$ cat src/rtl/ipwd_pkg.sv
// ----------------------------------------------------------------------------
// ipwd_pkg
// Shared types, constants and helpers of the IR pulse-width decoder.
// ----------------------------------------------------------------------------
`default_nettype none

package ipwd_pkg;

    // Message length limit and the pulse counter that saturates above it
    localparam int MAX_PULSES  = 1024;
    localparam int PULSE_IDX_W = $clog2(MAX_PULSES + 2);

    localparam int TIME_W  = 16;
    localparam int BYTE_W  = 8;
    localparam int COUNT_W = 7;
    localparam int BITS_W  = $clog2(BYTE_W);

    // Register reset values
    localparam logic [TIME_W-1:0] HEADER_US_RST    = 16'd2400;
    localparam logic [TIME_W-1:0] SPACE_US_RST     = 16'd600;
    localparam logic [TIME_W-1:0] ZERO_US_RST      = 16'd600;
    localparam logic [TIME_W-1:0] ONE_US_RST       = 16'd1200;
    localparam logic [TIME_W-1:0] TOLERANCE_US_RST = 16'd200;

    // Configuration register indexes
    typedef enum logic [2:0] {
        REG_HEADER_US    = 3'd0,
        REG_SPACE_US     = 3'd1,
        REG_ZERO_US      = 3'd2,
        REG_ONE_US       = 3'd3,
        REG_TOLERANCE_US = 3'd4
    } reg_idx_t;

    // Result kinds
    localparam logic KIND_DATA   = 1'b0;
    localparam logic KIND_STATUS = 1'b1;

    typedef struct packed {
        logic [TIME_W-1:0] header_us;
        logic [TIME_W-1:0] space_us;
        logic [TIME_W-1:0] zero_us;
        logic [TIME_W-1:0] one_us;
        logic [TIME_W-1:0] tolerance_us;
    } cfg_t;

    // One result word (run_last is added at the output)
    typedef struct packed {
        logic [COUNT_W-1:0] byte_count;
        logic               msg_valid;
        logic [BYTE_W-1:0]  data_byte;
        logic               result_kind;
    } result_t;

    // Results caused by one pulse: zero, one or two
    typedef struct packed {
        logic [1:0] num;
        result_t    r0;
        result_t    r1;
    } dec_t;

    // nominal - tol < t < nominal + tol, without wrap
    function automatic logic in_window(input logic [TIME_W-1:0] t,
                                       input logic [TIME_W-1:0] nominal,
                                       input logic [TIME_W-1:0] tol);
        logic [TIME_W:0] hi;
        logic [TIME_W:0] t_up;
        hi   = {1'b0, nominal} + {1'b0, tol};
        t_up = {1'b0, t} + {1'b0, tol};
        return ({1'b0, t} < hi) && (t_up > {1'b0, nominal});
    endfunction

endpackage

`default_nettype wire

$ cat src/rtl/ipwd_core.sv
// ----------------------------------------------------------------------------
// ipwd_core
// Configuration registers, message state and the per-pulse decode logic.
// ----------------------------------------------------------------------------
`default_nettype none

module ipwd_core
(
    input  wire logic                        clk,
    input  wire logic                        rst_n,
    input  wire logic                        cfg_we,
    input  wire logic [2:0]                  cfg_index,
    input  wire logic [ipwd_pkg::TIME_W-1:0] cfg_data,
    input  wire logic                        step,
    input  wire logic [ipwd_pkg::TIME_W-1:0] pulse_us,
    input  wire logic                        final_pulse,
    output ipwd_pkg::dec_t                   dec
);

    ipwd_pkg::cfg_t cfg_reg;

    logic [ipwd_pkg::PULSE_IDX_W-1:0] pulse_index_reg, pulse_index_next;
    logic                             expect_space_reg, expect_space_next;
    logic [ipwd_pkg::BITS_W-1:0]      bit_count_reg, bit_count_next;
    logic [ipwd_pkg::BYTE_W-1:0]      bit_shift_reg, bit_shift_next;
    logic [ipwd_pkg::COUNT_W-1:0]     bytes_done_reg, bytes_done_next;
    logic                             msg_error_reg, msg_error_next;

    logic                             win_hdr, win_space, win_zero, win_one;
    logic                             emit_byte;
    logic [ipwd_pkg::BYTE_W-1:0]      byte_val;
    ipwd_pkg::result_t                status;

    // Register writes
    always_ff @(posedge clk or negedge rst_n)
    begin
        if (!rst_n)
        begin
            cfg_reg.header_us    <= ipwd_pkg::HEADER_US_RST;
            cfg_reg.space_us     <= ipwd_pkg::SPACE_US_RST;
            cfg_reg.zero_us      <= ipwd_pkg::ZERO_US_RST;
            cfg_reg.one_us       <= ipwd_pkg::ONE_US_RST;
            cfg_reg.tolerance_us <= ipwd_pkg::TOLERANCE_US_RST;
        end
        else if (cfg_we)
        begin
            case (ipwd_pkg::reg_idx_t'(cfg_index))
                ipwd_pkg::REG_HEADER_US:    cfg_reg.header_us    <= cfg_data;
                ipwd_pkg::REG_SPACE_US:     cfg_reg.space_us     <= cfg_data;
                ipwd_pkg::REG_ZERO_US:      cfg_reg.zero_us      <= cfg_data;
                ipwd_pkg::REG_ONE_US:       cfg_reg.one_us       <= cfg_data;
                ipwd_pkg::REG_TOLERANCE_US: cfg_reg.tolerance_us <= cfg_data;
                default: ;
            endcase
        end
    end

    // Window checks
    assign win_hdr   = ipwd_pkg::in_window(pulse_us, cfg_reg.header_us, cfg_reg.tolerance_us);
    assign win_space = ipwd_pkg::in_window(pulse_us, cfg_reg.space_us, cfg_reg.tolerance_us);
    assign win_zero  = ipwd_pkg::in_window(pulse_us, cfg_reg.zero_us, cfg_reg.tolerance_us);
    assign win_one   = ipwd_pkg::in_window(pulse_us, cfg_reg.one_us, cfg_reg.tolerance_us);

    // Decode one pulse
    always_comb
    begin
        pulse_index_next  = pulse_index_reg;
        expect_space_next = expect_space_reg;
        bit_count_next    = bit_count_reg;
        bit_shift_next    = bit_shift_reg;
        bytes_done_next   = bytes_done_reg;
        msg_error_next    = msg_error_reg;
        emit_byte         = 1'b0;
        byte_val          = '0;

        if (pulse_index_reg >= ipwd_pkg::PULSE_IDX_W'(ipwd_pkg::MAX_PULSES))
        begin
            msg_error_next = 1'b1;
        end

        if (!msg_error_next)
        begin
            if (pulse_index_reg == '0)
            begin
                if (!win_hdr)
                begin
                    msg_error_next = 1'b1;
                end
            end
            else if (pulse_index_reg >= ipwd_pkg::PULSE_IDX_W'(2))
            begin
                if (expect_space_reg)
                begin
                    if (win_space)
                    begin
                        expect_space_next = 1'b0;
                    end
                    else
                    begin
                        msg_error_next = 1'b1;
                    end
                end
                else
                begin
                    expect_space_next = 1'b1;
                    // zero window wins when both match
                    if (win_zero || win_one)
                    begin
                        bit_shift_next = {bit_shift_reg[ipwd_pkg::BYTE_W-2:0],
                                          !win_zero};
                        if (bit_count_reg == '1)
                        begin
                            emit_byte      = 1'b1;
                            byte_val       = bit_shift_next;
                            bit_count_next = '0;
                            bit_shift_next = '0;
                        end
                        else
                        begin
                            bit_count_next = bit_count_reg + 1'b1;
                        end
                    end
                end
            end
        end

        if (pulse_index_reg <= ipwd_pkg::PULSE_IDX_W'(ipwd_pkg::MAX_PULSES))
        begin
            pulse_index_next = pulse_index_reg + 1'b1;
        end

        // Flush the partial byte, left aligned
        if (final_pulse && !msg_error_next && (bit_count_next != '0))
        begin
            emit_byte = 1'b1;
            byte_val  = bit_shift_next << (~bit_count_next + 1'b1);
        end

        if (emit_byte && (bytes_done_reg != '1))
        begin
            bytes_done_next = bytes_done_reg + 1'b1;
        end

        status.result_kind = ipwd_pkg::KIND_STATUS;
        status.data_byte   = '0;
        status.msg_valid   = !msg_error_next && (bytes_done_next != '0);
        status.byte_count  = bytes_done_next;

        // Pack the results in order
        dec.r0.result_kind = ipwd_pkg::KIND_DATA;
        dec.r0.data_byte   = byte_val;
        dec.r0.msg_valid   = 1'b0;
        dec.r0.byte_count  = '0;
        dec.r1             = status;
        dec.num            = {1'b0, emit_byte} + {1'b0, final_pulse};
        if (!emit_byte)
        begin
            dec.r0 = status;
        end

        if (final_pulse)
        begin
            pulse_index_next  = '0;
            expect_space_next = 1'b0;
            bit_count_next    = '0;
            bit_shift_next    = '0;
            bytes_done_next   = '0;
            msg_error_next    = 1'b0;
        end
    end

    // Message state
    always_ff @(posedge clk or negedge rst_n)
    begin
        if (!rst_n)
        begin
            pulse_index_reg  <= '0;
            expect_space_reg <= 1'b0;
            bit_count_reg    <= '0;
            bit_shift_reg    <= '0;
            bytes_done_reg   <= '0;
            msg_error_reg    <= 1'b0;
        end
        else if (step)
        begin
            pulse_index_reg  <= pulse_index_next;
            expect_space_reg <= expect_space_next;
            bit_count_reg    <= bit_count_next;
            bit_shift_reg    <= bit_shift_next;
            bytes_done_reg   <= bytes_done_next;
            msg_error_reg    <= msg_error_next;
        end
    end

endmodule

`default_nettype wire

$ cat src/rtl/ir_pulse_width_decoder.sv
// ----------------------------------------------------------------------------
// ir_pulse_width_decoder
// Decodes measured IR mark/space durations into message bytes and a status.
// ----------------------------------------------------------------------------
// Usage:
//   Slave stream: one pulse duration per word in s_tdata, s_tlast on the
//   final pulse of a message. Master stream: one result per word, m_tuser
//   set on the end-of-message status, m_tlast on the last result of a pulse.
//   Registers are written on cfg_we through cfg_index/cfg_data; the user
//   must write them only while the block is idle, which it does not enforce.
// Path: a pulse is registered in the input register at accept, then decoded
//   into the output register once that register is free, where its first
//   result is shown on m_tdata.
// Throughput: one pulse per cycle when it gives at most one result and
//   m_tready is high; a final pulse that flushes a byte and then a status
//   holds the output register for two words while the next pulse waits.
// Reset: registers return to their nominal values, message state clears,
//   both pipeline stages empty.
// Stall: when m_tready is low the output register holds, the input register
//   then fills and s_tready drops; no word is lost.
// ----------------------------------------------------------------------------
`default_nettype none

module ir_pulse_width_decoder
(
    input  wire logic                        clk,
    input  wire logic                        rst_n,
    input  wire logic                        cfg_we,
    input  wire logic [2:0]                  cfg_index,
    input  wire logic [ipwd_pkg::TIME_W-1:0] cfg_data,
    input  wire logic                        s_tvalid,
    output logic                             s_tready,
    input  wire logic [15:0]                 s_tdata,   // [15:0] pulse_us
    input  wire logic                        s_tlast,   // final_pulse
    output logic                             m_tvalid,
    input  wire logic                        m_tready,
    output logic [15:0]                      m_tdata,   // [7:0] data_byte, [8] msg_valid,
                                                        // [15:9] byte_count
    output logic                             m_tuser,   // result_kind
    output logic                             m_tlast    // run_last
);

    logic                        in_valid_reg, in_valid_next;
    logic [ipwd_pkg::TIME_W-1:0] in_pulse_reg;
    logic                        in_last_reg;

    logic                        out_valid_reg, out_valid_next;
    logic                        out_two_reg, out_two_next;
    logic                        out_sel_reg, out_sel_next;
    ipwd_pkg::result_t           res0_reg, res1_reg;

    ipwd_pkg::dec_t              dec;
    ipwd_pkg::result_t           shown;
    logic                        out_free;
    logic                        step;

    // Output register frees when its last word is taken
    assign out_free = !out_valid_reg || (m_tready && (out_sel_reg || !out_two_reg));
    assign step     = in_valid_reg && out_free;
    assign s_tready = !in_valid_reg || out_free;

    ipwd_core u_core
    (
        .clk         (clk),
        .rst_n       (rst_n),
        .cfg_we      (cfg_we),
        .cfg_index   (cfg_index),
        .cfg_data    (cfg_data),
        .step        (step),
        .pulse_us    (in_pulse_reg),
        .final_pulse (in_last_reg),
        .dec         (dec)
    );

    // Input register
    always_comb
    begin
        in_valid_next = in_valid_reg;
        if (s_tvalid && s_tready)
        begin
            in_valid_next = 1'b1;
        end
        else if (step)
        begin
            in_valid_next = 1'b0;
        end
    end

    always_ff @(posedge clk or negedge rst_n)
    begin
        if (!rst_n)
        begin
            in_valid_reg <= 1'b0;
        end
        else
        begin
            in_valid_reg <= in_valid_next;
        end
    end

    always_ff @(posedge clk)
    begin
        if (s_tvalid && s_tready)
        begin
            in_pulse_reg <= s_tdata;
            in_last_reg  <= s_tlast;
        end
    end

    // Output register: zero, one or two results per pulse
    always_comb
    begin
        out_valid_next = out_valid_reg;
        out_two_next   = out_two_reg;
        out_sel_next   = out_sel_reg;
        if (step)
        begin
            out_valid_next = (dec.num != 2'd0);
            out_two_next   = (dec.num == 2'd2);
            out_sel_next   = 1'b0;
        end
        else if (out_valid_reg && m_tready)
        begin
            if (out_two_reg && !out_sel_reg)
            begin
                out_sel_next = 1'b1;
            end
            else
            begin
                out_valid_next = 1'b0;
            end
        end
    end

    always_ff @(posedge clk or negedge rst_n)
    begin
        if (!rst_n)
        begin
            out_valid_reg <= 1'b0;
            out_two_reg   <= 1'b0;
            out_sel_reg   <= 1'b0;
        end
        else
        begin
            out_valid_reg <= out_valid_next;
            out_two_reg   <= out_two_next;
            out_sel_reg   <= out_sel_next;
        end
    end

    always_ff @(posedge clk)
    begin
        if (step)
        begin
            res0_reg <= dec.r0;
            res1_reg <= dec.r1;
        end
    end

    // Master side
    assign shown    = out_sel_reg ? res1_reg : res0_reg;
    assign m_tvalid = out_valid_reg;
    assign m_tdata  = {shown.byte_count, shown.msg_valid, shown.data_byte};
    assign m_tuser  = shown.result_kind;
    assign m_tlast  = out_sel_reg || !out_two_reg;

endmodule

`default_nettype wire

$ cat config.mk
export PLATFORM = sky130hd
export DESIGN_NAME = ir_pulse_width_decoder
export DESIGN_NICKNAME = d
export VERILOG_FILES = /design/src/rtl/ipwd_pkg.sv /design/src/rtl/ipwd_core.sv /design/src/rtl/ir_pulse_width_decoder.sv
export SDC_FILE = /design/constraint.sdc
export NUM_CORES = 1
export LEC_CHECK = 0
export ABC_AREA = 1
export BUFFER_PORTS_ARGS = -buffer_cell sky130_fd_sc_hd__clkbuf_2
export CAP_MARGIN = 20
export CORE_MARGIN = 2
export CORE_UTILIZATION = 45
export DETAILED_ROUTE_END_ITERATION = 10
export GPL_TIMING_DRIVEN = 0
export PLACE_DENSITY = 0.67
export SLEW_MARGIN = 10
export SYNTH_ARGS = -nofsm -noshare
export SYNTH_HDL_FRONTEND = slang
export SYNTH_SLANG_ARGS = --single-unit
$ cat constraint.sdc
create_clock -name clk -period 11.9 [get_ports clk]
set_input_delay 0.595 -clock clk [delete_from_list [all_inputs] [get_ports clk]]
set_output_delay 0.595 -clock clk [all_outputs]
set_load 0.1 [all_outputs]
==> impl_results.md <==
* Period minus WS final at 6.24 ns
* Avg Cell Area, Syn at 7.83 µm²
* Sequential-to-total area share from yosys stat at 0.317
* CP arrival at 6.45 ns
* RSZ-0062 raised after global routing: no
* Fmax at 160 MHz
* Clk slew on worst S/H paths at roughly 0.070 ns
* Slowest cell on the critical path: dfrtp_1
* Synth top cells by count: nand2_1 (397), inv_1 (237), ha_1 (211), a21oi_1 (132), o21ai_0 (117)
* Layout cells sized above 1 at 0.0971
* Total Wirelength at roughly 37,000 µm
* Clock power frac at 0.167
* FF+latch count, synth at approximately 160
* Clock sink total at 157
* CTS buffer count at 17
* Worst vdd ir at ~0.00012 V
* Setup repair bufs after CTS at 0
* # nets final at about 2,000
* Synth area leader: ha_1
* Worst-Margin Slew at 0.831 ns
* DRT antenna net count at 0
* Area occupied by multi-input gates at approximately 8000 µm²
* Gate power share at 0.593
* Antenna violations before repair at 2
* Synth cell types at 52
* Syn Nets at 1,935
* Leakage Power at 7.38 nW
* Mapped cell area at roughly 13,000 µm²
* Crit-path max cell delay at 0.49 ns
* Critical path type: flop to flop
* Cell with the most instances after synthesis: nand2_1
* DIE HEIGHT at 175 µm
* Clock root buffer: clkbuf_16
* Most repeated library cell on the critical path: nand2_1
* CP Capture Type: flop
* Final Hold Violating Endpoints at 0
* Worst skew pair latency at between 0.4 and 0.5 ns
* Grt met3 use at 0.0479
* Port bufs at 60
* CP required at 12.11 ns
* IO Count at between 60 and 70
* Die area at 30,600 µm²
* Grt peak-use layer: met2
* Top cells by area, synth: ha_1 (20%), dfrtp_1 (18%), nand2_1 (11%), edfxtp_1 (9.6%), inv_1 (6.8%)
* Drt first pass iters at 7
* Power Dens Cells at 226 nW/µm²
* Via-to-Cell Ratio at 5.30
* Finished Cell Area at 14,600 µm²
* Final setup vio count at 0
* HPWL Detailed at 28,700 µm
* Post-CTS Hold Buffers at 0
* CP max FO at 10
* Worst slew margin at 0.440
* TritonCTS clock tree: built
* Global-route usage over all layers at 0.247
* Synth warnings at 0
* Reg-to-Reg Start: u_core.cfg_reg[0]$_DFFE_PN0P_
* Largest net degree at the start of global routing at 80
* Synth Instances at 1,678
* NetSw at about 1.6 mW
* Core region area at around 29,000 µm²
* Fillers at 2,791
* Reg area at approximately 4200 µm²
* CTS H-tree lvls at 4
* Final Cycle Share at 0.524
* M1 GR Usage at 0.330
* Post-synth EDFFs at 42
* First-pass GRT wire length at 58,400 µm
* Critical path startpoint category: flop
* Pint at 1.66 mW
* Cell Area, Placed at ~14,000 µm²
* Final estimated routing congestion in global placement at a little over 0.9
* Max reg flops at 80
* Fraction of registers with async set/reset at 0.732
* Seq pwr share at 0.240
* Fin Setup TNS at 0 ns
* Starting Density at 0.458
* # rows at 62
* Drt drc at 0
* Final Skew at 0.0114 ns
* Sw frac at 0.496
* Vias post-DR at roughly 11,000
* Status: completed
* Drt first-iter violations at 755
* Top FF cell, synth: dfrtp_1
* Vias in the first global route at 11,149
* Setup crit start: u_core.cfg_reg[0]$_DFFE_PN0P_
* Die Wd at 175 µm
* Worst Hold Class: input port to asynchronous set/reset pin
* Layout area overhead at 10.9%
* Synth top area share at 0.201
* Fin. max-slew vios at 0
* # Max-Cap Violations at 0
* Final core area utilization at 0.508
* Grt met2 use at 0.404
* Post-DR wirelength/cell at 17.0 µm
* Grt ovf at 0
* Bufs on Longest Clock Path at 2
* Post-CTS sizing at 0
worst max-delay path, delay by kind of cell (launching register included):
family                     cells  cell delay (ns)
AOI/OAI and AO/OA              4             0.70
xor gates and xnor gates       1             0.24
adders and majority gates      5             1.45
buffers and inverters          2             0.23
DFF                            1             0.49
and+or+nand+nor               24             2.90
stage by stage:
| stage | power (mW) | instances | hold WS [ns] | setup slack [ns] |
|---|---|---|---|---|
| after global placement | 2.67 | 2122 | 0.488 | 5.86 |
| final | 3.30 | 2158 | 0.0679 | 5.66 |
| after global routing | 3.60 | 2156 | 0.0714 | 5.11 |
| after CTS | 3.29 | 2156 | 0.0691 | 5.73 |
| after floorplan | 2.24 | 1678 | 0.299 | 6.89 |
| after detailed placement | 2.73 | 2124 | 0.495 | 5.76 |
cells by family after synthesis:
kind of cell,Yosys count,synth area share
simple gates,630,0.205
fa+ha+maj,216,0.208
xor+xnor,74,0.0493
flops,157,0.317
buf+inv,270,0.0795
compound gates,331,0.142
final timing paths:
check	end	slack, ns	depth (start not counted)
min	u_core.cfg_reg[74]$_DFFE_PN0P_	0.07	1
min in group clk	in_last_reg$_DFFE_PP_	0.32	1
min reg2reg	u_core.cfg_reg[26]$_DFFE_PN1P_	0.51	2
max in group asynchronous	u_core.bytes_done_reg[2]$_DFFE_PN0P_	11.11	2
max	res1_reg[9]$_DFFE_PP_	5.66	36
max reg2reg	res1_reg[9]$_DFFE_PP_	5.66	36
layout make-up:
type	count	share of cell area
flip-flops and latches	157	0.286
diodes	2	0.000343
inverters	246	0.0633
repair buffers	62	0.0241
clock inverters	13	0.00892
plain buffers	24	0.00841
well taps	384	0.0330
clock buffers	19	0.0312
multi-input cells	1251	0.545
cells in the final DEF, fill, tap and decap left out, types with 7 or more instances in the layout:
cell type / synthesis / routed
a21o_1: 7 / 7
a21oi_1: 132 / 131
clkbuf_1: 18 / 18
clkbuf_16: 0 / 18
clkbuf_2: 0 / 60
dfrtp_1: 96 / 96
dfstp_2: 19 / 19
edfxtp_1: 42 / 42
ha_1: 211 / 211
inv_1: 237 / 237
inv_2: 7 / 7
nand2_1: 397 / 397
nand2_2: 14 / 14
nand3_1: 70 / 70
nand4_1: 12 / 12
nor2_1: 83 / 83
nor2_2: 9 / 9
nor3_1: 17 / 17
nor4_1: 9 / 9
o21a_1: 7 / 7
o21ai_0: 117 / 117
o21ai_1: 7 / 7
o21ai_2: 9 / 9
o21bai_1: 14 / 14
o22ai_1: 11 / 11
xnor2_1: 27 / 27
xor2_1: 47 / 47
power groups by stage:
| stage | Sequential (mW) | Clock [mW] | Combinational [mW] |
|---|---|---|---|
| 2_1_floorplan | 0.757 | 0 | 1.49 |
| 3_3_place_gp | 0.798 | 0 | 1.87 |
| 3_5_place_dp | 0.798 | 0 | 1.93 |
| 4_1_cts | 0.790 | 0.557 | 1.95 |
| 5_1_grt | 0.803 | 0.582 | 2.21 |
| 6_report | 0.792 | 0.551 | 1.95 |
metal layers:
layer	vias to the layer above	wire length, µm
li1	5749	-
met4	0	893
met1	5325	16600
met3	60	2310
met2	302	17000
met5	-	0
Power figures use the tool's default switching activity.
